<file path="config.mk">
export PLATFORM = sky130hd
export DESIGN_NAME = blake2s_hash_unit_flat
export DESIGN_NICKNAME = d
export VERILOG_FILES = /design/src/sv/blk2s_pkg.sv /design/src/sv/blk2s_if.sv /design/src/sv/blk2s_mix.sv /design/src/sv/blk2s_compress.sv /design/src/sv/blake2s_hash_unit.sv /design/src/flat_wrapper.sv
export SDC_FILE = /design/constraint.sdc
export NUM_CORES = 2
export LEC_CHECK = 0
export BUFFER_PORTS_ARGS = -buffer_cell sky130_fd_sc_hd__buf_2
export CORE_ASPECT_RATIO = 1.1
export CORE_MARGIN = 8
export CORE_UTILIZATION = 57
export CTS_CLUSTER_SIZE = 40
export DETAILED_ROUTE_END_ITERATION = 10
export PLACE_DENSITY = 0.79
export RECOVER_POWER = 50
export SLEW_MARGIN = 15
export SYNTH_ARGS = -nofsm -noshare
export SYNTH_HDL_FRONTEND = slang
export SYNTH_SLANG_ARGS = --single-unit
</file>
<file path="constraint.sdc">
create_clock -name i_clk -period 16.5 [get_ports i_clk]
set_clock_uncertainty 0.05 [all_clocks]
set_input_delay 1.65 -clock i_clk [delete_from_list [all_inputs] [get_ports i_clk]]
set_output_delay 1.65 -clock i_clk [all_outputs]
set_load 0.005 [all_outputs]
</file>
<file path="src/sv/blk2s_pkg.sv">
`timescale 1ns / 1ps

package blk2s_pkg;

    typedef logic [31:0] t_word;

    // Configuration register indexes.
    typedef enum logic [2:0] {
        CFG_DLEN = 3'd0,
        CFG_KLEN = 3'd1,
        CFG_KEY0 = 3'd2,
        CFG_KEY1 = 3'd3,
        CFG_KEY2 = 3'd4,
        CFG_KEY3 = 3'd5
    } t_cfg_idx;

    localparam t_word IV [8] = '{
        32'h6A09E667, 32'hBB67AE85, 32'h3C6EF372, 32'hA54FF53A,
        32'h510E527F, 32'h9B05688C, 32'h1F83D9AB, 32'h5BE0CD19
    };

    localparam t_word FINAL_MASK = 32'hFFFFFFFF;
    localparam int BLOCK_BYTES = 64;
    localparam int ROUNDS = 10;
    localparam logic [5:0] DLEN_MAX = 6'd32;
    localparam logic [5:0] KLEN_MAX = 6'd32;

    // Commands from the block sequencer to the compression engine.
    typedef struct packed {
        logic        init;
        logic [5:0]  dlen;
        logic [5:0]  klen;
        logic        start;
        logic        last;
        logic [63:0] counter;
        logic        we;
        logic [5:0]  waddr;
        logic [7:0]  wdata;
    } t_core_cmd;

    typedef struct packed {
        logic busy;
        logic done;
    } t_core_sts;

    // The four words one mixing step works on.
    typedef struct packed {
        t_word a;
        t_word b;
        t_word c;
        t_word d;
    } t_quad;

    // Message word schedule; entry k of a row sits in bits 4k+3:4k.
    function automatic logic [3:0] sigma_idx(input logic [3:0] round, input logic [3:0] pos);
        logic [63:0] row;
        unique case (round)
            4'd0: row = 64'hFEDCBA9876543210;
            4'd1: row = 64'h357B20C16DF984AE;
            4'd2: row = 64'h491763EADF250C8B;
            4'd3: row = 64'h8F04A562EBCD1397;
            4'd4: row = 64'hD386CB1EFA427509;
            4'd5: row = 64'h91EF57D438B0A6C2;
            4'd6: row = 64'hB8293670A4DEF15C;
            4'd7: row = 64'hA2684F05931CE7BD;
            4'd8: row = 64'h5A417D2C803B9EF6;
            4'd9: row = 64'h0DC3E9BF5167482A;
            default: row = 64'hFEDCBA9876543210;
        endcase
        return row[{pos, 2'b00} +: 4];
    endfunction

    // First chain word: IV xor the parameter word (fanout and depth of one).
    function automatic t_word param_word(input logic [5:0] dlen, input logic [5:0] klen);
        return IV[0] ^ {8'h01, 8'h01, 2'b00, klen, 2'b00, dlen};
    endfunction

endpackage

</file>
<file path="src/sv/blk2s_if.sv">
`timescale 1ns / 1ps

// Message chunk channel.
interface blk2s_in_if;
    logic        valid;
    logic        ready;
    logic [63:0] chunk;
    logic [3:0]  byte_count;
    logic        final_req;

    modport source (output valid, chunk, byte_count, final_req, input ready);
    modport sink   (input valid, chunk, byte_count, final_req, output ready);
endinterface

// Digest part channel.
interface blk2s_out_if;
    logic        valid;
    logic        ready;
    logic [63:0] digest_part;
    logic        part_last;

    modport source (output valid, digest_part, part_last, input ready);
    modport sink   (input valid, digest_part, part_last, output ready);
endinterface

// Configuration write channel.
interface blk2s_cfg_if;
    logic        valid;
    logic        ready;
    logic [2:0]  index;
    logic [63:0] data;

    modport source (output valid, index, data, input ready);
    modport sink   (input valid, index, data, output ready);
endinterface

</file>
<file path="src/sv/blk2s_mix.sv">
`timescale 1ns / 1ps

// One half of the G function: an add of three, a rotate, an add, a rotate.
module blk2s_mix (
    input  blk2s_pkg::t_quad i_q,
    input  blk2s_pkg::t_word i_m,
    input  logic             i_half,
    output blk2s_pkg::t_quad o_q
);

    blk2s_pkg::t_word a_sum;
    blk2s_pkg::t_word d_x;
    blk2s_pkg::t_word d_rot;
    blk2s_pkg::t_word c_sum;
    blk2s_pkg::t_word b_x;
    blk2s_pkg::t_word b_rot;

    always_comb begin
        a_sum = i_q.a + i_q.b + i_m;
        d_x   = i_q.d ^ a_sum;
        // The first half rotates by 16 and 12, the second by 8 and 7.
        d_rot = i_half ? {d_x[7:0], d_x[31:8]} : {d_x[15:0], d_x[31:16]};
        c_sum = i_q.c + d_rot;
        b_x   = i_q.b ^ c_sum;
        b_rot = i_half ? {b_x[6:0], b_x[31:7]} : {b_x[11:0], b_x[31:12]};
        o_q.a = a_sum;
        o_q.b = b_rot;
        o_q.c = c_sum;
        o_q.d = d_rot;
    end

endmodule

</file>
<file path="src/sv/blk2s_compress.sv">
`timescale 1ns / 1ps

// Compression engine: holds the chain value and the block buffer, and runs
// ten rounds as 160 half-steps of one shared mixing unit.
module blk2s_compress (
    input  logic                 i_clk,
    input  logic                 i_rst_n,
    input  blk2s_pkg::t_core_cmd i_cmd,
    output blk2s_pkg::t_core_sts o_sts,
    output blk2s_pkg::t_word     o_chain [8]
);

    typedef enum logic [1:0] {S_IDLE, S_RUN, S_FIN} t_state;

    t_state           r_state;
    logic             r_done;
    blk2s_pkg::t_word r_v     [16];
    blk2s_pkg::t_word n_v     [16];
    blk2s_pkg::t_word w_v     [16];
    blk2s_pkg::t_word r_chain [8];
    blk2s_pkg::t_word r_mem   [16];
    blk2s_pkg::t_word r_mword;
    logic [3:0]       r_round;
    logic [3:0]       r_sub;
    logic [3:0]       nxt_round;
    logic [3:0]       nxt_sub;
    logic [3:0]       rd_addr;
    logic             diag;
    blk2s_pkg::t_quad mix_in;
    blk2s_pkg::t_quad mix_out;

    // Block buffer: byte writes from the loader, one word read per cycle.
    always_ff @(posedge i_clk) begin
        if (i_cmd.we) begin
            r_mem[i_cmd.waddr[5:2]][{i_cmd.waddr[1:0], 3'b000} +: 8] <= i_cmd.wdata;
        end
        r_mword <= r_mem[rd_addr];
    end

    // The word for the next half-step is read from the buffer into a register during the current half-step.
    always_comb begin
        nxt_sub   = r_sub + 4'd1;
        nxt_round = (r_sub == 4'd15) ? r_round + 4'd1 : r_round;
        if (r_state == S_RUN) begin
            rd_addr = blk2s_pkg::sigma_idx(nxt_round, nxt_sub);
        end else begin
            rd_addr = blk2s_pkg::sigma_idx(4'd0, 4'd0);
        end
    end

    // The working state sits as four rows; the active column or diagonal is
    // always at the front, and the rows rotate after each full G.
    assign diag     = r_sub[3];
    assign mix_in.a = r_v[0];
    assign mix_in.b = diag ? r_v[5]  : r_v[4];
    assign mix_in.c = diag ? r_v[10] : r_v[8];
    assign mix_in.d = diag ? r_v[15] : r_v[12];

    blk2s_mix u_mix (
        .i_q    (mix_in),
        .i_m    (r_mword),
        .i_half (r_sub[0]),
        .o_q    (mix_out)
    );

    always_comb begin
        w_v = r_v;
        w_v[0] = mix_out.a;
        if (diag) begin
            w_v[5]  = mix_out.b;
            w_v[10] = mix_out.c;
            w_v[15] = mix_out.d;
        end else begin
            w_v[4]  = mix_out.b;
            w_v[8]  = mix_out.c;
            w_v[12] = mix_out.d;
        end
        n_v = w_v;
        if (r_sub[0]) begin
            for (int r = 0; r < 4; r++) begin
                for (int j = 0; j < 4; j++) begin
                    n_v[4 * r + j] = w_v[4 * r + ((j + 1) % 4)];
                end
            end
        end
    end

    // Sequencer, working state and chain value.
    always_ff @(posedge i_clk) begin
        if (!i_rst_n) begin
            r_state <= S_IDLE;
            r_done  <= 1'b0;
            r_round <= '0;
            r_sub   <= '0;
        end else begin
            r_done <= 1'b0;
            unique case (r_state)
                S_IDLE: begin
                    if (i_cmd.init) begin
                        r_chain[0] <= blk2s_pkg::param_word(i_cmd.dlen, i_cmd.klen);
                        for (int i = 1; i < 8; i++) begin
                            r_chain[i] <= blk2s_pkg::IV[i];
                        end
                    end
                    if (i_cmd.start) begin
                        for (int i = 0; i < 8; i++) begin
                            r_v[i] <= r_chain[i];
                        end
                        r_v[8]  <= blk2s_pkg::IV[0];
                        r_v[9]  <= blk2s_pkg::IV[1];
                        r_v[10] <= blk2s_pkg::IV[2];
                        r_v[11] <= blk2s_pkg::IV[3];
                        r_v[12] <= blk2s_pkg::IV[4] ^ i_cmd.counter[31:0];
                        r_v[13] <= blk2s_pkg::IV[5] ^ i_cmd.counter[63:32];
                        r_v[14] <= blk2s_pkg::IV[6]
                                   ^ (i_cmd.last ? blk2s_pkg::FINAL_MASK : '0);
                        r_v[15] <= blk2s_pkg::IV[7];
                        r_round <= '0;
                        r_sub   <= '0;
                        r_state <= S_RUN;
                    end
                end
                S_RUN: begin
                    r_v     <= n_v;
                    r_sub   <= nxt_sub;
                    r_round <= nxt_round;
                    if (r_sub == 4'd15 && r_round == 4'(blk2s_pkg::ROUNDS - 1)) begin
                        r_state <= S_FIN;
                    end
                end
                S_FIN: begin
                    for (int i = 0; i < 8; i++) begin
                        r_chain[i] <= r_chain[i] ^ r_v[i] ^ r_v[i + 8];
                    end
                    r_done  <= 1'b1;
                    r_state <= S_IDLE;
                end
                default: r_state <= S_IDLE;
            endcase
        end
    end

    assign o_sts.busy = (r_state != S_IDLE);
    assign o_sts.done = r_done;
    assign o_chain    = r_chain;

    // A finished compression is reported only from the closing step.
    a_done_after_fin: assert property (@(posedge i_clk) disable iff (!i_rst_n)
        r_done |-> $past(r_state) == S_FIN)
        else $error("done without a closing step");

    // The schedule never passes the last round.
    a_round_range: assert property (@(posedge i_clk) disable iff (!i_rst_n)
        (r_state == S_RUN) |-> (r_round < 4'(blk2s_pkg::ROUNDS)))
        else $error("round counter out of range");

    // A start is only taken when the engine is free.
    a_start_idle: assert property (@(posedge i_clk) disable iff (!i_rst_n)
        (i_cmd.start && r_state == S_IDLE) |=> (r_state == S_RUN))
        else $error("start not taken");

endmodule

</file>
<file path="src/sv/blake2s_hash_unit.sv">
`timescale 1ns / 1ps
// Sequence: a chunk is accepted, its bytes are written to the buffer one per cycle, then a
// closing step ends it before the next chunk is taken; a keyed message starts with a key block.
// Each block compression has a start step, 160 half-steps of one shared G unit, a feed-forward
// step and a step to see done; loading waits for it at a block boundary. The final chunk adds
// padding bytes one per cycle and a compression, then a digest beat per cycle on o_dig.ready.
// Reset (synchronous, active low) restores the default configuration and clears control state.
module blake2s_hash_unit (
    input  logic        i_clk,
    input  logic        i_rst_n,
    blk2s_in_if.sink    i_msg,
    blk2s_out_if.source o_dig,
    blk2s_cfg_if.sink   i_cfg
);

    typedef enum logic [2:0] {
        S_IDLE, S_KEY, S_BYTES, S_WAIT_MID, S_PAD, S_WAIT_FIN, S_OUT
    } t_state;

    t_state               r_state;
    logic                 r_fresh;
    logic [6:0]           r_fill;
    logic [63:0]          r_counter;
    logic [63:0]          r_chunk;
    logic [3:0]           r_left;
    logic                 r_fin;
    logic [5:0]           r_mdlen;
    logic [5:0]           r_klen_m;
    logic [5:0]           r_rem;
    logic [63:0]          r_dig [4];
    logic [5:0]           r_dlen;
    logic [5:0]           r_klen;
    logic [63:0]          r_key [4];
    logic [5:0]           eff_dlen;
    logic [5:0]           eff_klen;
    logic [3:0]           in_cnt;
    logic [255:0]         key_flat;
    logic [7:0]           key_byte;
    blk2s_pkg::t_core_cmd cmd;
    blk2s_pkg::t_core_sts sts;
    blk2s_pkg::t_word     chain [8];

    // Configuration registers.
    assign i_cfg.ready = 1'b1;

    always_ff @(posedge i_clk) begin
        if (!i_rst_n) begin
            r_dlen <= blk2s_pkg::DLEN_MAX;
            r_klen <= '0;
            for (int i = 0; i < 4; i++) begin
                r_key[i] <= '0;
            end
        end else if (i_cfg.valid) begin
            unique case (i_cfg.index)
                blk2s_pkg::CFG_DLEN: r_dlen   <= i_cfg.data[5:0];
                blk2s_pkg::CFG_KLEN: r_klen   <= i_cfg.data[5:0];
                blk2s_pkg::CFG_KEY0: r_key[0] <= i_cfg.data;
                blk2s_pkg::CFG_KEY1: r_key[1] <= i_cfg.data;
                blk2s_pkg::CFG_KEY2: r_key[2] <= i_cfg.data;
                blk2s_pkg::CFG_KEY3: r_key[3] <= i_cfg.data;
                default: ;
            endcase
        end
    end

    // Clamped lengths and the key byte for the key block.
    always_comb begin
        if (r_dlen == '0) begin
            eff_dlen = 6'd1;
        end else if (r_dlen > blk2s_pkg::DLEN_MAX) begin
            eff_dlen = blk2s_pkg::DLEN_MAX;
        end else begin
            eff_dlen = r_dlen;
        end
        eff_klen = (r_klen > blk2s_pkg::KLEN_MAX) ? blk2s_pkg::KLEN_MAX : r_klen;
        in_cnt   = (i_msg.byte_count > 4'd8) ? 4'd8 : i_msg.byte_count;
        key_flat = {r_key[3], r_key[2], r_key[1], r_key[0]};
        key_byte = (r_fill < {1'b0, r_klen_m}) ? key_flat[{r_fill[4:0], 3'b000} +: 8] : 8'h00;
    end

    // Commands to the compression engine.
    always_comb begin
        cmd = '0;
        cmd.dlen  = eff_dlen;
        cmd.klen  = eff_klen;
        cmd.waddr = r_fill[5:0];
        unique case (r_state)
            S_IDLE: begin
                cmd.init = i_msg.valid && r_fresh && (i_msg.final_req || in_cnt != '0);
            end
            S_KEY: begin
                cmd.we    = 1'b1;
                cmd.wdata = key_byte;
            end
            S_BYTES: begin
                if (r_left != '0) begin
                    if (r_fill == 7'(blk2s_pkg::BLOCK_BYTES)) begin
                        cmd.start   = 1'b1;
                        cmd.counter = r_counter + 64'(blk2s_pkg::BLOCK_BYTES);
                    end else begin
                        cmd.we    = 1'b1;
                        cmd.wdata = r_chunk[7:0];
                    end
                end
            end
            S_PAD: begin
                if (r_fill == 7'(blk2s_pkg::BLOCK_BYTES)) begin
                    cmd.start   = 1'b1;
                    cmd.last    = 1'b1;
                    cmd.counter = r_counter;
                end else begin
                    cmd.we = 1'b1;
                end
            end
            default: ;
        endcase
    end

    blk2s_compress u_compress (
        .i_clk   (i_clk),
        .i_rst_n (i_rst_n),
        .i_cmd   (cmd),
        .o_sts   (sts),
        .o_chain (chain)
    );

    // Message sequencer: key block, byte loading, padding and digest output.
    always_ff @(posedge i_clk) begin
        if (!i_rst_n) begin
            r_state <= S_IDLE;
            r_fresh <= 1'b1;
            r_fill  <= '0;
            r_left  <= '0;
            r_rem   <= '0;
        end else begin
            unique case (r_state)
                S_IDLE: begin
                    if (i_msg.valid && (i_msg.final_req || in_cnt != '0)) begin
                        r_chunk <= i_msg.chunk;
                        r_left  <= in_cnt;
                        r_fin   <= i_msg.final_req;
                        r_state <= S_BYTES;
                        if (r_fresh) begin
                            r_fresh   <= 1'b0;
                            r_mdlen   <= eff_dlen;
                            r_klen_m  <= eff_klen;
                            r_counter <= '0;
                            r_fill    <= '0;
                            if (eff_klen != '0) begin
                                r_state <= S_KEY;
                            end
                        end
                    end
                end
                S_KEY: begin
                    r_fill <= r_fill + 7'd1;
                    if (r_fill == 7'(blk2s_pkg::BLOCK_BYTES - 1)) begin
                        r_state <= S_BYTES;
                    end
                end
                S_BYTES: begin
                    if (r_left == '0) begin
                        if (r_fin) begin
                            r_counter <= r_counter + 64'(r_fill);
                            r_state   <= S_PAD;
                        end else begin
                            r_state <= S_IDLE;
                        end
                    end else if (r_fill == 7'(blk2s_pkg::BLOCK_BYTES)) begin
                        r_counter <= cmd.counter;
                        r_fill    <= '0;
                        r_state   <= S_WAIT_MID;
                    end else begin
                        r_chunk <= {8'h00, r_chunk[63:8]};
                        r_left  <= r_left - 4'd1;
                        r_fill  <= r_fill + 7'd1;
                    end
                end
                S_WAIT_MID: begin
                    if (sts.done) begin
                        r_state <= S_BYTES;
                    end
                end
                S_PAD: begin
                    if (r_fill == 7'(blk2s_pkg::BLOCK_BYTES)) begin
                        r_state <= S_WAIT_FIN;
                    end else begin
                        r_fill <= r_fill + 7'd1;
                    end
                end
                S_WAIT_FIN: begin
                    if (sts.done) begin
                        for (int i = 0; i < 4; i++) begin
                            r_dig[i] <= {chain[2 * i + 1], chain[2 * i]};
                        end
                        r_rem   <= r_mdlen;
                        r_state <= S_OUT;
                    end
                end
                S_OUT: begin
                    if (o_dig.ready) begin
                        for (int i = 0; i < 3; i++) begin
                            r_dig[i] <= r_dig[i + 1];
                        end
                        if (r_rem <= 6'd8) begin
                            r_rem   <= '0;
                            r_fresh <= 1'b1;
                            r_fill  <= '0;
                            r_state <= S_IDLE;
                        end else begin
                            r_rem <= r_rem - 6'd8;
                        end
                    end
                end
                default: r_state <= S_IDLE;
            endcase
        end
    end

    // Digest beats: bytes beyond the digest length are cleared.
    assign i_msg.ready     = (r_state == S_IDLE);
    assign o_dig.valid     = (r_state == S_OUT);
    assign o_dig.part_last = (r_rem <= 6'd8);

    always_comb begin
        for (int k = 0; k < 8; k++) begin
            o_dig.digest_part[8 * k +: 8] = (6'(k) < r_rem) ? r_dig[0][8 * k +: 8] : 8'h00;
        end
    end

    // No chunk is taken while a digest is being delivered.
    a_out_blocks_in: assert property (@(posedge i_clk) disable iff (!i_rst_n)
        o_dig.valid |-> !i_msg.ready)
        else $error("input open during digest output");

    // The engine only finishes while the sequencer waits for it.
    a_done_expected: assert property (@(posedge i_clk) disable iff (!i_rst_n)
        sts.done |-> (r_state == S_WAIT_MID || r_state == S_WAIT_FIN))
        else $error("unexpected compression done");

    // The buffer never holds more than one block.
    a_fill_range: assert property (@(posedge i_clk) disable iff (!i_rst_n)
        r_fill <= 7'(blk2s_pkg::BLOCK_BYTES))
        else $error("fill count above one block");

    // A digest beat always carries at least one byte.
    a_rem_nonzero: assert property (@(posedge i_clk) disable iff (!i_rst_n)
        o_dig.valid |-> (r_rem != '0))
        else $error("digest beat with no bytes");

    // A start always finds the engine free and makes it busy.
    a_start_busy: assert property (@(posedge i_clk) disable iff (!i_rst_n)
        cmd.start |-> (!sts.busy ##1 sts.busy))
        else $error("compression start lost");

endmodule
</file>
<file path="src/flat_wrapper.sv">
// flat-port wrapper written by rule: the top's interface ports become plain ports
module blake2s_hash_unit_flat 
  (i_clk, i_rst_n, i_msg_valid, i_msg_chunk, i_msg_byte_count, i_msg_final_req, i_msg_ready, o_dig_valid, o_dig_digest_part, o_dig_part_last, o_dig_ready, i_cfg_valid, i_cfg_index, i_cfg_data, i_cfg_ready);
  blk2s_in_if i_msg_i ();
  blk2s_out_if o_dig_i ();
  blk2s_cfg_if i_cfg_i ();
  input  logic i_clk;
  input  logic i_rst_n;
  input wire logic [$bits(i_msg_i.valid)-1:0] i_msg_valid;
  input wire logic [$bits(i_msg_i.chunk)-1:0] i_msg_chunk;
  input wire logic [$bits(i_msg_i.byte_count)-1:0] i_msg_byte_count;
  input wire logic [$bits(i_msg_i.final_req)-1:0] i_msg_final_req;
  output wire logic [$bits(i_msg_i.ready)-1:0] i_msg_ready;
  output wire logic [$bits(o_dig_i.valid)-1:0] o_dig_valid;
  output wire logic [$bits(o_dig_i.digest_part)-1:0] o_dig_digest_part;
  output wire logic [$bits(o_dig_i.part_last)-1:0] o_dig_part_last;
  input wire logic [$bits(o_dig_i.ready)-1:0] o_dig_ready;
  input wire logic [$bits(i_cfg_i.valid)-1:0] i_cfg_valid;
  input wire logic [$bits(i_cfg_i.index)-1:0] i_cfg_index;
  input wire logic [$bits(i_cfg_i.data)-1:0] i_cfg_data;
  output wire logic [$bits(i_cfg_i.ready)-1:0] i_cfg_ready;
  assign i_msg_i.valid = i_msg_valid;
  assign i_msg_i.chunk = i_msg_chunk;
  assign i_msg_i.byte_count = i_msg_byte_count;
  assign i_msg_i.final_req = i_msg_final_req;
  assign i_msg_ready = i_msg_i.ready;
  assign o_dig_valid = o_dig_i.valid;
  assign o_dig_digest_part = o_dig_i.digest_part;
  assign o_dig_part_last = o_dig_i.part_last;
  assign o_dig_i.ready = o_dig_ready;
  assign i_cfg_i.valid = i_cfg_valid;
  assign i_cfg_i.index = i_cfg_index;
  assign i_cfg_i.data = i_cfg_data;
  assign i_cfg_ready = i_cfg_i.ready;
  blake2s_hash_unit u_core (.i_clk(i_clk), .i_rst_n(i_rst_n), .i_msg(i_msg_i), .o_dig(o_dig_i), .i_cfg(i_cfg_i));
endmodule
</file>
==> results.txt <==
Floorplan Core Area - 175000 um2
critical path launch point type - register
CP Data Required Time - 16960 ps
asr flop ratio synth - 0%
die height - 456 um
Final setup violation count - 0
die area - 190000 um2
max_cap viols - 41
CP arrival - 13440 ps
Root Driver - clkbuf_16
Gates resized, CTS repair - 0
failing checks - max-capacitance violations, max-slew violations
WS Path Type - reg -> reg
Iter 0 DRT Violations - 9247
pwr/cell area - 120 nW/um2
synthesized area - 100000 um2
simple-gate share of the synthesized area - 11.2%
final clock period utilization by the worst path - 78.7%
Compound-Gate Fraction of Synth Area - 9.62%
Yosys warning count - 0
largest delay contributor family on the critical path - buffers and inverters
PnR worst setup slack - 3520 ps
CTS max path bufs - 3
Die X - 416 um
total power - 0.0132 W
P&R area growth vs syn - 9.34%
CP bufs+invs - 2
LEAKAGE - 36.7 nW
CTS buffer count - 195
largest family of logic cells by synthesized area - simple AND/OR/NAND/NOR gates
CP max stage delay - 5860 ps
WL/cell - 29.9 um
RSZ-0062 raised after global routing - false
worst vdd ir - 0.125 mV
initial antenna violation count - 33
most frequent cells in the layout - 1933 x edfxtp_1, 1051 x nand2_1, 581 x nor2_1
Crit-path slowest cell - clkbuf_1
RD Place Congestion - 1.04
share of cells above drive strength 1 - 13.7%
Place WS - 6800 ps
Synth Area per Inst - 12.2 um2
area of the multi-input gates - 38800 um2
post-synth cell types - 92
Mapped Nets - 8515
max-slew violations - 2033
later-pin clock latency in the skew report - 880 ps
Filler cells - 13100
vias in the first global route - 68200
I/O pins - 209
post-synthesis mux area share - 9.60%
Initial DRT Pass Iterations - 8
TritonCTS clock tree - built
Initial Util - 57.4%
Std-Cell Rows - 161
Tot GR Track Use - 32.6%
adder-cell area share of the yosys netlist - 1.89%
Vias - 70400
CTS H-tree depth - 4
first-pass GRT wire length - 464000 um
Post-Syn Instances - 8243
largest net degree at the start of global routing - 176
crit path cell chain - nand2b_1 > clkbuf_1 > nor2_1 > clkbuf_1 > nand2_1 > o221ai_1
gr ovfl total - 0
Fin Setup TNS - 0 ps
register area - 59600 um2
Fmax - 77.0 MHz
Synth Area in XOR/XNOR - 6.02%
Final Hold Viols - 0
port bufs - 207
DR DRC count - 0
Vias/cell - 6.55
commonest non-fill, non-tap cell in the layout - edfxtp_1
Layout Cells excl Fill - 10700
number of synthesized flops with an enable pin - 1933
Final ANT Viol Nets - 0
CP Capture Type - register
final core utilization - 62.8%
Worst-Margin Slew - 8340 ps
min-delay worst type - reg -> reg
Net count, final - 8552
register area share after synthesis - 59.3%
Worst-path clk slew - 70 ps
setup bufs post-CTS - 0
hold-fix buffers at CTS - 0
slew margin rel. - -456%
HPWL after DPL - 222000 um
clock sink count - 2009
ys flop type - edfxtp_1
total wire length - 322000 um
dpl cells - 10400
#FFs+latches synth - 2009
critical path peak fanout - 175
status - complete, but fails checks
CP most frequent cell - clkbuf_1
min Tclk post-route - 12980 ps
==> power breakdown <==
group | internal [W] | switching [W]
Combinational | 0.000833 | 0.00172
Sequential | 0.00593 | 0.000235
Clock | 0.00243 | 0.00201
Total | 0.00920 | 0.00397
==> state kept, by name, summed over array words and instances, names as in the netlist, 7 cells and up <==
register                   cells
u_core.u_compress.r_v        480
u_core.u_compress.mix_in      32
u_core.r_dig                 256
u_core.u_compress.r_mword     32
u_core.r_fill                  7
u_core.r_chunk                64
u_core.u_compress.o_chain    256
u_core.u_compress.r_mem      512
u_core.r_counter              64
u_core.r_key                 256
==> path summary, 6_finish.rpt <==
| path | startpoint | endpoint | slack, ps | cells past startpoint |
|---|---|---|---|---|
| worst max-delay path | u_core.u_compress.r_state[1]$_SDFFE_PN0P_ | u_core.u_compress.r_v[51]$_DFFE_PP_ | 3520 | 6 |
| worst min-delay path | u_core.u_compress.o_chain[8]$_SDFFCE_PN1P_ | u_core.r_dig[0][232]$_DFFE_PP_ | 430 | 0 |
| worst max register to register | u_core.u_compress.r_state[1]$_SDFFE_PN0P_ | u_core.u_compress.r_v[51]$_DFFE_PP_ | 3520 | 6 |
| worst min register to register | u_core.u_compress.o_chain[8]$_SDFFCE_PN1P_ | u_core.r_dig[0][232]$_DFFE_PP_ | 430 | 0 |
==> stage by stage <==
| stage | hold slack (ps) | area [um2] |
|---|---|---|
| 5_1_grt | 463 | 110000 |
| 2_1_floorplan | 411 | 100000 |
| 4_1_cts | 437 | 110000 |
| 3_3_place_gp | 428 | 104000 |
| 6_report | 431 | 110000 |
| 3_5_place_dp | 434 | 104000 |
==> final cells by class <==
type                            count  share of cell area [%]
Sequential cell                  2009                    54.2
Multi-Input combinational cell   5627                    35.3
Clock buffer                      247                    4.76
Tap cell                         2282                    2.60
Timing Repair Buffer              338                    1.76
Clock inverter                    119                   0.952
Inverter                          109                   0.386
Antenna cell                       11                  0.0251
==> Yosys cell counts (all sizes together), types with 68 or more instances <==
master	number	area (um2)
edfxtp	1933	58000
nand2	1057	3970
nor2	596	2240
o21ai	524	2620
mux2	464	5230
xnor2	379	3340
clkbuf	378	1420
a21oi	349	1750
and2	336	2100
xor2	299	2620
mux2i	230	2300
o22ai	123	769
buf	120	577
inv	108	405
nand3	105	541
ha	97	1210
mux4	94	2120
a22o	91	797
dfxtp	76	1520
a31oi	68	425
==> cells by family after synthesis <==
| group | Yosys count |
|---|---|
| AOI/OAI and AO/OA | 1558 |
| xor gates and xnor gates | 682 |
| adders and majority gates | 131 |
| buffers and inverters | 607 |
| DFF | 2009 |
| muxes | 788 |
| other | 1 |
| and+or+nand+nor | 2467 |
==> routing by layer <==
layer	wire [um]	track usage [%]	share of wire [%]
met3	33300	7.17	10
met1	116000	40.6	36
met4	25200	21.1	7.8
met2	147000	51.7	46
met5	93	0	0.029
Note: power is estimated with default switching activity, not from simulation.
